## config.mk

```make
export PLATFORM = sky130hd
export DESIGN_NAME = cmag_cell
export DESIGN_NICKNAME = d
export VERILOG_FILES = /design/src/sv/cmag_pkg.sv /design/src/sv/cmag_cell.sv
export SDC_FILE = /design/constraint.sdc
export NUM_CORES = 1
export LEC_CHECK = 0
export BUFFER_PORTS_ARGS = -buffer_cell sky130_fd_sc_hd__buf_2
export CORE_MARGIN = 2
export CORE_UTILIZATION = 27
export CTS_BUF_LIST = sky130_fd_sc_hd__clkbuf_4
export CTS_CLUSTER_SIZE = 25
export DETAILED_ROUTE_END_ITERATION = 8
export SYNTH_ARGS = -nofsm -noshare
export SYNTH_HDL_FRONTEND = slang
export SYNTH_SLANG_ARGS = --single-unit
```

## constraint.sdc

```tcl
create_clock -name clk -period 0.8 [get_ports clk]
set_clock_uncertainty 0.05 [all_clocks]
set_input_delay 0.04 -clock clk [delete_from_list [all_inputs] [get_ports clk]]
set_output_delay 0.04 -clock clk [all_outputs]
set_load 0.02 [all_outputs]
```

## src/sv/cmag_pkg.sv

```systemverilog
// shared types, widths and constants for the complex magnitude and phase core
package cmag_pkg;

    localparam int SAMPLE_WIDTH  = 24;
    localparam int PHASE_WIDTH   = 16;
    localparam int CONFIG_WIDTH  = 24;
    localparam int CORDIC_STEPS  = 24;
    localparam int SQRT_STEPS    = SAMPLE_WIDTH;
    localparam int CHAIN_DEPTH   = (SQRT_STEPS > CORDIC_STEPS) ? SQRT_STEPS : CORDIC_STEPS;
    localparam int SQ_WIDTH      = 2 * SAMPLE_WIDTH;
    localparam int REM_WIDTH     = SAMPLE_WIDTH + 2;
    localparam int SCALE_SHIFT   = 16;
    localparam int ROT_WIDTH     = SAMPLE_WIDTH + SCALE_SHIFT + 3;
    localparam int ANGLE_WIDTH   = 26;
    localparam int PHASE_GUARD   = 9;
    localparam int PHASE_WIDE    = ANGLE_WIDTH - PHASE_GUARD;
    localparam int PHASE_LIMIT   = 16384;

    localparam logic [CONFIG_WIDTH-1:0] ZERO_MAG_RESET = CONFIG_WIDTH'(8389);
    localparam logic signed [ANGLE_WIDTH-1:0] ROUND_BIAS =
        ANGLE_WIDTH'(1 << (PHASE_GUARD - 1));
    localparam logic signed [PHASE_WIDE-1:0] WIDE_LIMIT_POS = PHASE_WIDE'(PHASE_LIMIT);
    localparam logic signed [PHASE_WIDE-1:0] WIDE_LIMIT_NEG = -WIDE_LIMIT_POS;
    localparam logic signed [PHASE_WIDTH-1:0] PHASE_POS = PHASE_WIDTH'(PHASE_LIMIT);
    localparam logic signed [PHASE_WIDTH-1:0] PHASE_NEG = -PHASE_POS;

    typedef struct packed {
        logic signed [SAMPLE_WIDTH-1:0] real_part;
        logic signed [SAMPLE_WIDTH-1:0] imag_part;
        logic                           last_pair;
    } in_word_t;

    typedef struct packed {
        logic [SAMPLE_WIDTH-1:0]       magnitude;
        logic signed [PHASE_WIDTH-1:0] phase;
        logic                          last_result;
    } out_word_t;

    typedef struct packed {
        logic [SQ_WIDTH-1:0]            sq;
        logic [REM_WIDTH-1:0]           rem;
        logic [SAMPLE_WIDTH-1:0]        root;
        logic signed [ROT_WIDTH-1:0]    x;
        logic signed [ROT_WIDTH-1:0]    y;
        logic signed [ANGLE_WIDTH-1:0]  z;
        logic                           re_zero;
        logic                           im_zero;
        logic                           im_neg;
        logic                           last;
    } cell_word_t;

    // round(atan(2^-i) / pi * 2^24)
    function automatic logic [ANGLE_WIDTH-1:0] atan_unit(input int unsigned step);
        logic [ANGLE_WIDTH-1:0] value;
        case (step)
            0:       value = ANGLE_WIDTH'(4194304);
            1:       value = ANGLE_WIDTH'(2476042);
            2:       value = ANGLE_WIDTH'(1308273);
            3:       value = ANGLE_WIDTH'(664100);
            4:       value = ANGLE_WIDTH'(333339);
            5:       value = ANGLE_WIDTH'(166832);
            6:       value = ANGLE_WIDTH'(83436);
            7:       value = ANGLE_WIDTH'(41721);
            8:       value = ANGLE_WIDTH'(20861);
            9:       value = ANGLE_WIDTH'(10430);
            10:      value = ANGLE_WIDTH'(5215);
            11:      value = ANGLE_WIDTH'(2608);
            12:      value = ANGLE_WIDTH'(1304);
            13:      value = ANGLE_WIDTH'(652);
            14:      value = ANGLE_WIDTH'(326);
            15:      value = ANGLE_WIDTH'(163);
            16:      value = ANGLE_WIDTH'(81);
            17:      value = ANGLE_WIDTH'(41);
            18:      value = ANGLE_WIDTH'(20);
            19:      value = ANGLE_WIDTH'(10);
            20:      value = ANGLE_WIDTH'(5);
            21:      value = ANGLE_WIDTH'(3);
            22:      value = ANGLE_WIDTH'(1);
            23:      value = ANGLE_WIDTH'(1);
            default: value = '0;
        endcase
        return value;
    endfunction

endpackage

```

## src/sv/cmag_cell.sv

```systemverilog
// one cell of the chain: a root digit step and a rotator micro-rotation
module cmag_cell
#(
    parameter int STEP = 0
)
(
    input  logic                  clk,
    input  logic                  rst_n,
    input  logic                  enable,
    input  logic                  cell_in_valid,
    input  cmag_pkg::cell_word_t  cell_in,
    output logic                  cell_out_valid,
    output cmag_pkg::cell_word_t  cell_out
);

    localparam logic [cmag_pkg::ANGLE_WIDTH-1:0] ANGLE = cmag_pkg::atan_unit(STEP);

    logic                  valid_reg;
    cmag_pkg::cell_word_t  word_reg;
    cmag_pkg::cell_word_t  word_next;

    logic [cmag_pkg::REM_WIDTH-1:0]        rem_shift;
    logic [cmag_pkg::REM_WIDTH-1:0]        trial;
    logic signed [cmag_pkg::ROT_WIDTH-1:0] x_in;
    logic signed [cmag_pkg::ROT_WIDTH-1:0] y_in;
    logic signed [cmag_pkg::ROT_WIDTH-1:0] x_sh;
    logic signed [cmag_pkg::ROT_WIDTH-1:0] y_sh;

    always_comb
    begin
        word_next = cell_in;

        // square root digit: bring down two bits, try (root << 2) | 1
        rem_shift = {cell_in.rem[cmag_pkg::REM_WIDTH-3:0],
                     cell_in.sq[cmag_pkg::SQ_WIDTH-1 -: 2]};
        trial     = {cell_in.root, 2'b01};
        if (STEP < cmag_pkg::SQRT_STEPS)
        begin
            word_next.sq = cell_in.sq << 2;
            if (rem_shift >= trial)
            begin
                word_next.rem  = rem_shift - trial;
                word_next.root = {cell_in.root[cmag_pkg::SAMPLE_WIDTH-2:0], 1'b1};
            end
            else
            begin
                word_next.rem  = rem_shift;
                word_next.root = {cell_in.root[cmag_pkg::SAMPLE_WIDTH-2:0], 1'b0};
            end
        end

        // vectoring micro-rotation towards the positive x axis
        x_in = cell_in.x;
        y_in = cell_in.y;
        x_sh = x_in >>> STEP;
        y_sh = y_in >>> STEP;
        if (STEP < cmag_pkg::CORDIC_STEPS)
        begin
            if (!y_in[cmag_pkg::ROT_WIDTH-1])
            begin
                word_next.x = x_in + y_sh;
                word_next.y = y_in - x_sh;
                word_next.z = cell_in.z + $signed(ANGLE);
            end
            else
            begin
                word_next.x = x_in - y_sh;
                word_next.y = y_in + x_sh;
                word_next.z = cell_in.z - $signed(ANGLE);
            end
        end
    end

    always_ff @(posedge clk or negedge rst_n)
    begin
        if (!rst_n)
        begin
            valid_reg <= 1'b0;
        end
        else if (enable)
        begin
            valid_reg <= cell_in_valid;
        end
    end

    always_ff @(posedge clk)
    begin
        if (enable)
        begin
            word_reg <= word_next;
        end
    end

    assign cell_out_valid = valid_reg;
    assign cell_out       = word_reg;

endmodule

```

Word level (Yosys, flattened, before mapping) --
Index checks and enable logic that the tools add are counted.
Storage, ports and cells: flip-flop bits (word level) 213, input bits 218, output and inout bits 215, logic and storage cells 20
Operators by class: $add $sub $neg 6, magnitude comparators 1, muxes and demuxes 2
Operators by type and width (number):
- 112-bit two-way mux | 1
- 43-bit subtractor | 2
- 50-bit two-way mux | 1
- 43-bit adder | 1
- 26-bit by 24-bit adder with 26-bit output (second input constant) | 1
- 26-bit greater-or-equal comparator | 1
- 26-bit by 24-bit subtractor with 26-bit output (second input constant) | 1
- 26-bit subtractor | 1

Longest topological paths before layout --
word-level depth 2, gate-level depth with buffers 14

Worst setup path before layout --
Ideal clock, no wire load.
path type in2reg, start input cell_in[37] (netlist name), end register word_reg, in the netlist cell_out[70], data pin, library setup time 0.266 ns, arrival 2.480 ns, data required time 0.484 ns, slack -1.995 ns, stages 11, buffers on the path 1, cell sequence inv_1 > ha_1 > buf_6 > or3_1 > o31a_1 > a211o_1 > a2111oi_4 > o21a_1 > o21ai_1 > o31ai_1 > a211oi_2
RTL lines:
- start: declaration | line cmag_cell.sv:11 | input cmag_pkg::cell_word_t cell_in,
- end signal: assignment | line cmag_cell.sv:90 | word_reg <= word_next;
- end: declaration | line cmag_cell.sv:19 | cmag_pkg::cell_word_t word_reg;

==> metrics.md <==
| Metric | Value |
|---|---|
| Outcome | `finished with violations` |
| Failing checks | `negative hold slack, negative setup slack` |
| Core Rows | `90` |
| Die H | `between 200 and 300 um` |
| #FFs+latches synth | `212` |
| Slew HR | `just under 60%` |
| Clock tree buffer depth | `3` |
| Async S/R FF share, synth | `0.472%` |
| Clk root buf | `clkbuf_4` |
| Clock transition at path regs | `60 ps` |
| Area after DPL | `24600 um2` |
| Routed Antenna Nets | `0` |
| Initial core utilization | `27.3%` |
| Via Count | `approximately 19000` |
| Synthesis warning total | `0` |
| Initial DRC Count | `1080` |
| Worst Path Required | `1330 ps` |
| CTS H-Tree Depth | `2` |
| Fin. Hold Viols | `70` |
| Capture point of the critical path | `cell_out[105]` |
| Nets | `3454` |
| Initial antenna violation count | `7` |
| IO Port Bufs | `between 400 and 500` |
| Placed insts | `3514` |
| Peak supply drop | `1120 uV` |
| Grt total ovfl | `0` |
| Syn avg cell area | `9.44 um2` |
| Core ar. | `60200 um2` |
| Seq/Total Area, Yosys | `between 30% and 40%` |
| R2R Setup Slk | `-180 ps` |
| Drt drc | `0` |
| Vias/cell | `4.92` |
| Die area | `62900 um2` |
| Layout cells sized above 1 | `roughly half` |
| Synth Flop Type | `edfxtp_1` |
| Power per cell area | `1500 nW/um2` |
| Clock sinks | `between 200 and 250` |
| Fin util | `50.8%` |
| Final worst-path cycle share | `288%` |
| Die width | `251 um` |
| Num CTS Buffers | `just under 60` |
| # setup viols final | `335` |
| CP max FO | `3` |
| Global-route wire length before repair | `between 100000 and 150000 um` |
| Post-synth EDFFs | `about 210` |
| Worst setup path start | `cell_in[73]` |
| Leak pwr | `14.0 nW` |
| Fin crit period | `2300 ps` |
| Total Wirelength | `slightly below 80000 um` |
| CTS tree | `done` |
| Critical path arrival | `2830 ps` |
| Reg-to-reg endpoint | `cell_out_valid` |
| Crit end category | `flip-flop` |
| Mapped Area | `approximately 16000 um2` |
| Final Max Slew Viols | `0` |
| Max-cap violations | `0` |
| Fin Hold WS | `-627 ps` |
| Post-route worst setup slack | `-1500 ps` |
| Routed len/inst | `19.9 um` |
| Min-Delay Path Class | `input port to flip-flop` |
| Worst skew pair latency | `790 ps` |
| Synth Instances | `approximately 1700` |
| Synth cell types | `85` |
| Worst Tran Pin Value | `610 ps` |
| Achievable Freq | `435 MHz` |
| Gp weighted congestion | `0.917` |
| Worst R2R Start | `cell_out_valid` |
| Startpoint Class | `input port` |
| Tot GR Track Use | `22.9%` |
| R2R cell count | `2` |
| Final instance area | `30600 um2` |
| Largest net degree at the start of global routing | `48` |
| DRT Pass-1 Iters | `5` |
| Kind of critical path | `input port to flip-flop` |
| Vias in the first global route | `19545` |
| Most frequent cells in the layout | `buf_4 (656), buf_2 (232), buf_6 (217), edfxtp_1 (211), dlygate4sd3_1 (203)` |
| RSZ-0062 raised after global routing | `yes` |
| Synth-to-Final Area Change | `86.3%` |
| I/O pin total | `433` |
| Half-perimeter wire length after placement | `56900 um` |
| Fin cells | `3886` |
| Post-route setup TNS | `-254830 ps` |
| Commonest non-fill, non-tap cell in the layout | `buf_4` |
## cell families after synthesis
family | after synthesis | share of synthesized area (%)
multiplexers | 46 | 3.01
buffers and inverters | 249 | 5.99
AND/OR/NAND/NOR | 398 | 11.6
adder cells (fa/ha/maj) | 174 | 13.4
flip-flops | 212 | 38.7
AO/OA/AOI/OAI | 558 | 21.7
XOR/XNOR | 104 | 5.54
other | 1 | 0.0228
## critical path, stage by stage
cell and delay [ps]:
buf_8 90, ha_4 140, inv_2 40, fa_2 370
o21bai_4 140, a211oi_2 100, o31a_1 300, a211o_4 380
a2111oi_4 420, buf_4 200, nor2_4 40, o311ai_4 260
a311oi_2 150, xnor2_1 150
## metal layers
layer | GRT usage [%] | share of wire, %
met5 | 0 | 0.054
met4 | 10.3 | 4.6
met3 | 3.78 | 5.8
met2 | 41.7 | 51
met1 | 26.2 | 38
## final cells by class
cell class / instances / area [um2]
Fill cell: 5438 / 29600
Timing Repair Buffer: 1330 / 11000
Multi-Input combinational cell: 1282 / 10900
Sequential cell: 212 / 6360
Tap cell: 782 / 978
Inverter: 178 / 712
Clock buffer: 79 / 593
Clock inverter: 17 / 76.3
Antenna cell: 6 / 15.0
## state kept, by name (all words and copies together) (netlist names)
name	flops
cell_out	211
cell_out_valid	1
## stage by stage
step | worst slack [ps] | power, W
after floorplan | -1910 | 0.0231
after global placement | -2480 | 0.0315
after detailed placement | -2620 | 0.0316
after CTS | -1510 | 0.0449
after global routing | -1530 | 0.0482
final | -1500 | 0.0460
## synth_stat cells, types with 4 or more instances
cell / instances / area, um2
nor2b_1: 20 / 125
nand4_1: 23 / 144
o21bai_1: 35 / 263
buf_4: 4 / 30.0
nand2b_1: 11 / 68.8
o21ai_1: 4 / 20.0
buf_1: 16 / 60.1
o31ai_1: 16 / 120
a311oi_1: 8 / 70.1
nand2_1: 86 / 323
a31oi_1: 12 / 75.1
a21boi_0: 11 / 82.6
xor2_1: 18 / 158
buf_2: 10 / 50.1
xnor2_1: 86 / 753
ha_1: 170 / 2130
a2111oi_0: 4 / 35.0
inv_1: 174 / 653
o21a_1: 15 / 113
nor3b_1: 4 / 30.0
nor3_1: 34 / 170
and2_1: 8 / 50.1
a21oi_1: 184 / 921
fa_1: 4 / 80.1
a22oi_1: 4 / 30.0
nand3_1: 21 / 105
clkbuf_1: 38 / 143
o21ai_0: 126 / 631
a211o_1: 11 / 96.3
or2_2: 5 / 31.3
nor4_1: 15 / 93.8
nor2_1: 133 / 499
mux2i_1: 19 / 190
a211oi_1: 16 / 120
mux2_2: 27 / 304
o211ai_1: 13 / 97.6
edfxtp_1: 211 / 6340
or3_1: 16 / 100
a21o_1: 47 / 353
and3_1: 7 / 43.8
## repair_timing
action	CTS	global route
setup buffers	55	22
resized for setup	515	224
hold buffers	186	24
endpoints found under the setup margin	321	326
gates cloned	3	0
hold endpoints to repair	408	98
pin swaps	147	62
## report_power, final
| part | switching (W) | total (W) | internal (W) |
|---|---|---|---|
| registers | 0.000838 | 0.0149 | 0.0141 |
| logic | 0.0107 | 0.0214 | 0.0108 |
| clock network | 0.00517 | 0.00970 | 0.00453 |
## worst min path at each step
stage / start / end / slack (ps) / depth (start not counted)
after floorplan: rst_n / cell_out_valid / -310 / 0
after global placement: rst_n / cell_out_valid / -240 / 1
after detailed placement: rst_n / cell_out_valid / -230 / 1
after CTS: cell_in[119] / cell_out[120] / -710 / 1
after global routing: cell_in[119] / cell_out[120] / -700 / 1
final: cell_in[119] / cell_out[120] / -630 / 1
No activity file was read; power rests on OpenSTA's default activity.
