`src/sv/cmag_pkg.sv`:
```
// shared types, widths and constants for the complex magnitude and phase core
package cmag_pkg;

    localparam int SAMPLE_WIDTH  = 24;
    localparam int PHASE_WIDTH   = 16;
    localparam int CONFIG_WIDTH  = 24;
    localparam int CORDIC_STEPS  = 24;
    localparam int SQRT_STEPS    = SAMPLE_WIDTH;
    localparam int CHAIN_DEPTH   = (SQRT_STEPS > CORDIC_STEPS) ? SQRT_STEPS : CORDIC_STEPS;
    localparam int SQ_WIDTH      = 2 * SAMPLE_WIDTH;
    localparam int REM_WIDTH     = SAMPLE_WIDTH + 2;
    localparam int SCALE_SHIFT   = 16;
    localparam int ROT_WIDTH     = SAMPLE_WIDTH + SCALE_SHIFT + 3;
    localparam int ANGLE_WIDTH   = 26;
    localparam int PHASE_GUARD   = 9;
    localparam int PHASE_WIDE    = ANGLE_WIDTH - PHASE_GUARD;
    localparam int PHASE_LIMIT   = 16384;

    localparam logic [CONFIG_WIDTH-1:0] ZERO_MAG_RESET = CONFIG_WIDTH'(8389);
    localparam logic signed [ANGLE_WIDTH-1:0] ROUND_BIAS =
        ANGLE_WIDTH'(1 << (PHASE_GUARD - 1));
    localparam logic signed [PHASE_WIDE-1:0] WIDE_LIMIT_POS = PHASE_WIDE'(PHASE_LIMIT);
    localparam logic signed [PHASE_WIDE-1:0] WIDE_LIMIT_NEG = -WIDE_LIMIT_POS;
    localparam logic signed [PHASE_WIDTH-1:0] PHASE_POS = PHASE_WIDTH'(PHASE_LIMIT);
    localparam logic signed [PHASE_WIDTH-1:0] PHASE_NEG = -PHASE_POS;

    typedef struct packed {
        logic signed [SAMPLE_WIDTH-1:0] real_part;
        logic signed [SAMPLE_WIDTH-1:0] imag_part;
        logic                           last_pair;
    } in_word_t;

    typedef struct packed {
        logic [SAMPLE_WIDTH-1:0]       magnitude;
        logic signed [PHASE_WIDTH-1:0] phase;
        logic                          last_result;
    } out_word_t;

    typedef struct packed {
        logic [SQ_WIDTH-1:0]            sq;
        logic [REM_WIDTH-1:0]           rem;
        logic [SAMPLE_WIDTH-1:0]        root;
        logic signed [ROT_WIDTH-1:0]    x;
        logic signed [ROT_WIDTH-1:0]    y;
        logic signed [ANGLE_WIDTH-1:0]  z;
        logic                           re_zero;
        logic                           im_zero;
        logic                           im_neg;
        logic                           last;
    } cell_word_t;

    // round(atan(2^-i) / pi * 2^24)
    function automatic logic [ANGLE_WIDTH-1:0] atan_unit(input int unsigned step);
        logic [ANGLE_WIDTH-1:0] value;
        case (step)
            0:       value = ANGLE_WIDTH'(4194304);
            1:       value = ANGLE_WIDTH'(2476042);
            2:       value = ANGLE_WIDTH'(1308273);
            3:       value = ANGLE_WIDTH'(664100);
            4:       value = ANGLE_WIDTH'(333339);
            5:       value = ANGLE_WIDTH'(166832);
            6:       value = ANGLE_WIDTH'(83436);
            7:       value = ANGLE_WIDTH'(41721);
            8:       value = ANGLE_WIDTH'(20861);
            9:       value = ANGLE_WIDTH'(10430);
            10:      value = ANGLE_WIDTH'(5215);
            11:      value = ANGLE_WIDTH'(2608);
            12:      value = ANGLE_WIDTH'(1304);
            13:      value = ANGLE_WIDTH'(652);
            14:      value = ANGLE_WIDTH'(326);
            15:      value = ANGLE_WIDTH'(163);
            16:      value = ANGLE_WIDTH'(81);
            17:      value = ANGLE_WIDTH'(41);
            18:      value = ANGLE_WIDTH'(20);
            19:      value = ANGLE_WIDTH'(10);
            20:      value = ANGLE_WIDTH'(5);
            21:      value = ANGLE_WIDTH'(3);
            22:      value = ANGLE_WIDTH'(1);
            23:      value = ANGLE_WIDTH'(1);
            default: value = '0;
        endcase
        return value;
    endfunction

endpackage

```
`src/sv/cmag_front.sv`:
```
// input conditioning: squares, sum of squares and rotator start values
module cmag_front
(
    input  logic                  clk,
    input  logic                  rst_n,
    input  logic                  enable,
    input  logic                  in_valid,
    input  cmag_pkg::in_word_t    in_word,
    output logic                  front_valid,
    output cmag_pkg::cell_word_t  front_word
);

    typedef struct packed {
        logic [cmag_pkg::SQ_WIDTH-1:0]         sq_re;
        logic [cmag_pkg::SQ_WIDTH-1:0]         sq_im;
        logic signed [cmag_pkg::ROT_WIDTH-1:0] x;
        logic signed [cmag_pkg::ROT_WIDTH-1:0] y;
        logic                                  re_zero;
        logic                                  im_zero;
        logic                                  im_neg;
        logic                                  last;
    } square_word_t;

    logic                                  sq_valid_reg;
    square_word_t                          sq_word_reg;
    square_word_t                          sq_word_next;
    logic                                  front_valid_reg;
    cmag_pkg::cell_word_t                  front_word_reg;
    cmag_pkg::cell_word_t                  front_word_next;
    logic [cmag_pkg::SAMPLE_WIDTH-1:0]     abs_re;
    logic [cmag_pkg::SAMPLE_WIDTH-1:0]     abs_im;
    logic signed [cmag_pkg::ROT_WIDTH-1:0] im_ext;
    logic signed [cmag_pkg::ROT_WIDTH-1:0] y_pre;

    always_comb
    begin
        abs_re = in_word.real_part[cmag_pkg::SAMPLE_WIDTH-1] ?
                 -in_word.real_part : in_word.real_part;
        abs_im = in_word.imag_part[cmag_pkg::SAMPLE_WIDTH-1] ?
                 -in_word.imag_part : in_word.imag_part;
        im_ext = cmag_pkg::ROT_WIDTH'(in_word.imag_part);
        y_pre  = in_word.real_part[cmag_pkg::SAMPLE_WIDTH-1] ? -im_ext : im_ext;

        sq_word_next.sq_re   = abs_re * abs_re;
        sq_word_next.sq_im   = abs_im * abs_im;
        sq_word_next.x       = $signed(cmag_pkg::ROT_WIDTH'(abs_re) << cmag_pkg::SCALE_SHIFT);
        sq_word_next.y       = y_pre <<< cmag_pkg::SCALE_SHIFT;
        sq_word_next.re_zero = (in_word.real_part == '0);
        sq_word_next.im_zero = (in_word.imag_part == '0);
        sq_word_next.im_neg  = in_word.imag_part[cmag_pkg::SAMPLE_WIDTH-1];
        sq_word_next.last    = in_word.last_pair;
    end

    always_comb
    begin
        front_word_next.sq      = sq_word_reg.sq_re + sq_word_reg.sq_im;
        front_word_next.rem     = '0;
        front_word_next.root    = '0;
        front_word_next.x       = sq_word_reg.x;
        front_word_next.y       = sq_word_reg.y;
        front_word_next.z       = '0;
        front_word_next.re_zero = sq_word_reg.re_zero;
        front_word_next.im_zero = sq_word_reg.im_zero;
        front_word_next.im_neg  = sq_word_reg.im_neg;
        front_word_next.last    = sq_word_reg.last;
    end

    always_ff @(posedge clk or negedge rst_n)
    begin
        if (!rst_n)
        begin
            sq_valid_reg    <= 1'b0;
            front_valid_reg <= 1'b0;
        end
        else if (enable)
        begin
            sq_valid_reg    <= in_valid;
            front_valid_reg <= sq_valid_reg;
        end
    end

    always_ff @(posedge clk)
    begin
        if (enable)
        begin
            sq_word_reg    <= sq_word_next;
            front_word_reg <= front_word_next;
        end
    end

    assign front_valid = front_valid_reg;
    assign front_word  = front_word_reg;

endmodule

```
`config.mk`:
```
export PLATFORM = sky130hd
export DESIGN_NAME = cmag_front
export DESIGN_NICKNAME = d
export VERILOG_FILES = /design/src/sv/cmag_pkg.sv /design/src/sv/cmag_front.sv
export SDC_FILE = /design/constraint.sdc
export NUM_CORES = 2
export LEC_CHECK = 0
export BUFFER_PORTS_ARGS = -buffer_cell sky130_fd_sc_hd__buf_2
export CAP_MARGIN = 20
export CORE_ASPECT_RATIO = 0.6
export CORE_UTILIZATION = 30
export DETAILED_ROUTE_END_ITERATION = 8
export HOLD_SLACK_MARGIN = 0.15
export SLEW_MARGIN = 40
export SYNTH_ARGS = -nofsm -noshare
export SYNTH_HDL_FRONTEND = slang
export SYNTH_SLANG_ARGS = --single-unit
export TNS_END_PERCENT = 100
```
`constraint.sdc`:
```
create_clock -name clk -period 3.9 [get_ports clk]
set_input_delay 0.78 -clock clk [delete_from_list [all_inputs] [get_ports clk]]
set_output_delay 0.78 -clock clk [all_outputs]
set_load 0.1 [all_outputs]
```
* Word-level counts from Yosys, hierarchy flattened
Cells that the tools add are included. Widths: inputs -> output; s select.
Cells by class: add/sub/neg operators 4, multiply operators 2, muxes and demuxes 3, reductions and logical operators 2
Operators by type and width (count):
- $mul 24x24->48 | 2
- $add 48x48->48 | 1
- $logic_not 24->1 | 2
- $mux 24 | 2
- $neg 24->24 | 2
- $mux 27 | 1
- $neg 24->27 | 1
Word-level totals: input bits 53, register bits 256, word-level logic and storage cells 28, output and inout port bits 215

* Depth between registers and ports, before layout
depth after elaboration 3, gate-level depth with buffers 40, depth with buffers taken out 36

* Worst setup path after synthesis
OpenSTA, ideal clock, no wires.
path kind input to register, start in in_word[5] (netlist bit), end reg sq_word_reg[137] (netlist bit), data pin, library setup time 0.260 ns, cell stages on the path 32, path buffers 3, arrival time 9.659 ns, data required time 3.640 ns, setup slack -6.019 ns, cells stage by stage buf_4 > or4_4 > or4_4 > or3_1 > or3_1 > or3_1 > or3_4 > nand2_2 > xor2_4 > buf_2 > nor2_1 > fa_1 > fa_1 > fa_1 > inv_1 > fa_1 > fa_1 > inv_1 > fa_1 > fa_1 > ha_1 > clkbuf_1 > nand2_1 > nor2_1 > a211oi_1 > or4_1 > o211ai_1 > a21oi_1 > o21ai_0 > a221o_1 > a21oi_1 > xnor2_1
RTL lines:
- start: declaration | RTL line cmag_front.sv:8 | input cmag_pkg::in_word_t in_word,
- end signal: assignment | RTL line cmag_front.sv:86 | sq_word_reg <= sq_word_next;
- end: declaration | RTL line cmag_front.sv:25 | square_word_t sq_word_reg;

==> metrics.md <==
| Metric | Value |
|---|---|
| Failing checks | DRC, setup timing |
| Io pins | 268 |
| DR WL/cell | 17.1 um |
| Yosys cell types | 71 |
| FFs w/ async S/R, synth | 0.00794 |
| Setup violators final | 86 |
| Pre-CTS WS | -6.30 ns |
| Area Growth Syn to Fin | 32.9% |
| Clock sinks | 252 |
| Vias per cell | 4.44 |
| R2R Setup Slk | 0.11 ns |
| Synth Area in Compound Gates | 0.0568 |
| Reg clk slew, reported paths | 0.07 ns |
| Avg Cell Area, Syn | 9.85 um^2 |
| Crit path kind | in -> reg |
| Fmax | 108 MHz |
| Max stage delay on crit path | 0.56 ns |
| Cell family with most CP delay | adder cells |
| Grt ovf | 0 |
| Worst setup SP type | input pin |
| Worst clock skew | 0.0164 ns |
| Final nets | 6711 |
| Crit path max fanout | 4 |
| Mapped Area | 0.0433 mm^2 |
| Antenna violations before repair | 4 |
| Mux cell area share after synthesis | 0.00101 |
| Drt total wl | 126 mm |
| Clk root buf | clkbuf_16 |
| Initial Util | 0.304 |
| Min cycle time layout | 9.23 ns |
| EDFF count, synth | 250 |
| Outcome | finished with violations |
| Slew Viols, Final | 0 |
| CP required | 4.29 ns |
| Sequential share of the synthesized area | 0.175 |
| Cts bufs inserted | 31 |
| Gate Count Post-Synth | 4396 |
| Drt pass-1 iters | 7 |
| Slowest cell on crit path | or4_4 |
| Most frequent CP cell | fa_1 |
| Final setup margin | -5.33 ns |
| Max reg flops | 103 |
| MaxCap Viol Count | 0 |
| CTS tree | built |
| Die width | 492 um |
| Post-synthesis simple-gate area fraction | 0.0919 |
| Iter 0 DRT Violations | 2128 |
| PortBufs | 156 |
| Buf/Inv on CP | 8 |
| Std cell rows | 107 |
| Worst-Skew Late Latency | 0.63 ns |
| DRC | 3 |
| Die Ht | 296 um |
| GRT Overall Usage | 0.176 |
| Layout cells sized above 1 | 0.303 |
| H-tree Lvls | 1 |
| Adder-cell share of the synthesized area | 0.503 |
| Hold crit path type | in -> reg |
| Fraction of the cycle the final worst path needs | 2.37 |
| XOR/XNOR share of the synthesized area | 0.0415 |
| First-pass GRT wire length | 198 mm |
| Final Hold Vio Count | 0 |
| Slew @ Worst Pin | 0.806 ns |
| Main combinational cell family by area after synthesis | adder cells |
| Filler Cells Inserted | 13.8k |
| Via count | 32.7k |
| Critical path arrival | 9.62 ns |
| RePlAce Congestion | 0.926 |
| Final HPWL DP | 108 mm |
| Critical path capture point type | register |
| Largest net degree at the start of global routing | 78 |
| Number of synthesis warnings | 0 |
| RSZ-0062 raised after global routing | true |
| Core area | 0.143 mm^2 |
| Worst rel slew slack | 0.459 |
| Setup TNS | -337.71 ns |
| Vias in the first global route | 35.1k |
| Die area | 0.146 mm^2 |
| Clock Path Buffers | 3 |
| Final Util | 0.404 |
| FF+latch count, synth | 252 |
| Remaining antenna violation count after routing | 0 |
| Ys flop type | edfxtp_1 |
## area by class of cell
type / instances / area (um^2) / area share
Timing Repair Buffer: 1081 / 8570 / 0.149
Inverter: 1184 / 4500 / 0.0782
Antenna cell: 2 / 5.00 / 0.0000870
Multi-Input combinational cell: 2875 / 33600 / 0.584
Sequential cell: 252 / 7560 / 0.131
Tap cell: 1907 / 2390 / 0.0415
Clock buffer: 38 / 822 / 0.0143
Clock inverter: 18 / 125 / 0.00217
## what timing repair did
item,4_1_cts,5_1_grt
gates resized for setup,328,222
endpoints found under the setup margin,90,90
pin swaps,206,206
setup buffers,63,54
hold buffers,1,0
endpoints found under the hold margin,2,0
## through the flow
stage / instances / area, um^2 / hold slack, ns
3_5_place_dp: 7202 / 53700 / 0.405
6_report: 7357 / 57500 / 0.340
2_1_floorplan: 4522 / 45600 / 0.400
3_3_place_gp: 7202 / 53700 / 0.401
4_1_cts: 7319 / 56400 / 0.294
5_1_grt: 7356 / 57500 / 0.315
## logic make-up after synthesis
logic type      count (synthesis)
compound gates                387
xor+xnor                      203
simple gates                  920
fa+ha+maj                    1233
other cells                     2
buf+inv                      1395
flops                         252
mux                             4
## cells in the mapped netlist, types with 7 or more instances
master	count	area (um^2)
a211oi_1	17	128
a21o_1	68	510
a21oi_1	117	586
a31oi_1	16	100
and2_1	30	188
and3_1	15	93.8
buf_1	7	26.3
buf_4	112	841
clkbuf_1	88	330
clkinv_1	9	33.8
edfxtp_1	250	7510
fa_1	846	16900
ha_1	387	4840
inv_1	1166	4380
inv_2	9	33.8
nand2_1	393	1480
nand2b_1	19	119
nand3_1	34	170
nand3b_1	8	60.1
nand4_1	16	100
nor2_1	308	1160
nor2b_1	23	144
nor3_1	24	120
o21a_1	15	113
o21ai_0	74	370
o21bai_1	15	113
o31ai_1	11	82.6
or2_2	8	50.1
or3_1	13	81.3
or4_1	10	75.1
xnor2_1	133	1160
xor2_1	69	604
## per-layer routing
layer  vias up  wire, um  global-route usage
met5         -         0                   0
met4         0      1950              0.0268
met3       108     10100              0.0396
met2       891     54100               0.264
met1     16500     59600               0.261
li1      15200         -                   -
## placed cells by master, fill, tap and decap left out, types with 16 or more instances in the layout
master	count
buf_4	790
nand4_1	16
buf_6	103
nand3_1	29
o21ai_0	34
buf_12	31
fa_2	44
xnor2_2	17
nor2_4	29
inv_2	74
ha_4	53
ha_1	333
a21oi_2	30
conb_1	128
buf_2	149
o21ai_1	20
nor2_1	257
nand2_2	40
edfxtp_1	250
a21o_1	68
fa_1	802
xnor2_1	109
nor2_2	22
nand2_1	328
a21oi_1	74
xor2_1	56
clkbuf_16	31
nor2b_1	19
inv_1	1091
and2_1	24
nand2_4	29
## path summary, 6_finish.rpt
| path | from | end | cells past startpoint |
|---|---|---|---|
| worst max-delay path | in_word[8] | sq_word_reg[137] | 35 |
| worst min-delay path | in_word[0] | front_word_next[0] | 1 |
| min in group asynchronous | rst_n | front_valid | 2 |
| max in group asynchronous | rst_n | sq_valid_reg | 2 |
| worst min register to register | front_word_next[97] | front_word[97] | 0 |
| worst max register to register | sq_word_reg[92] | front_word[213] | 12 |
Power is left out: the tool's default activity adds up to more than one toggle a clock period on the data nets, which glitch-free logic cannot reach.
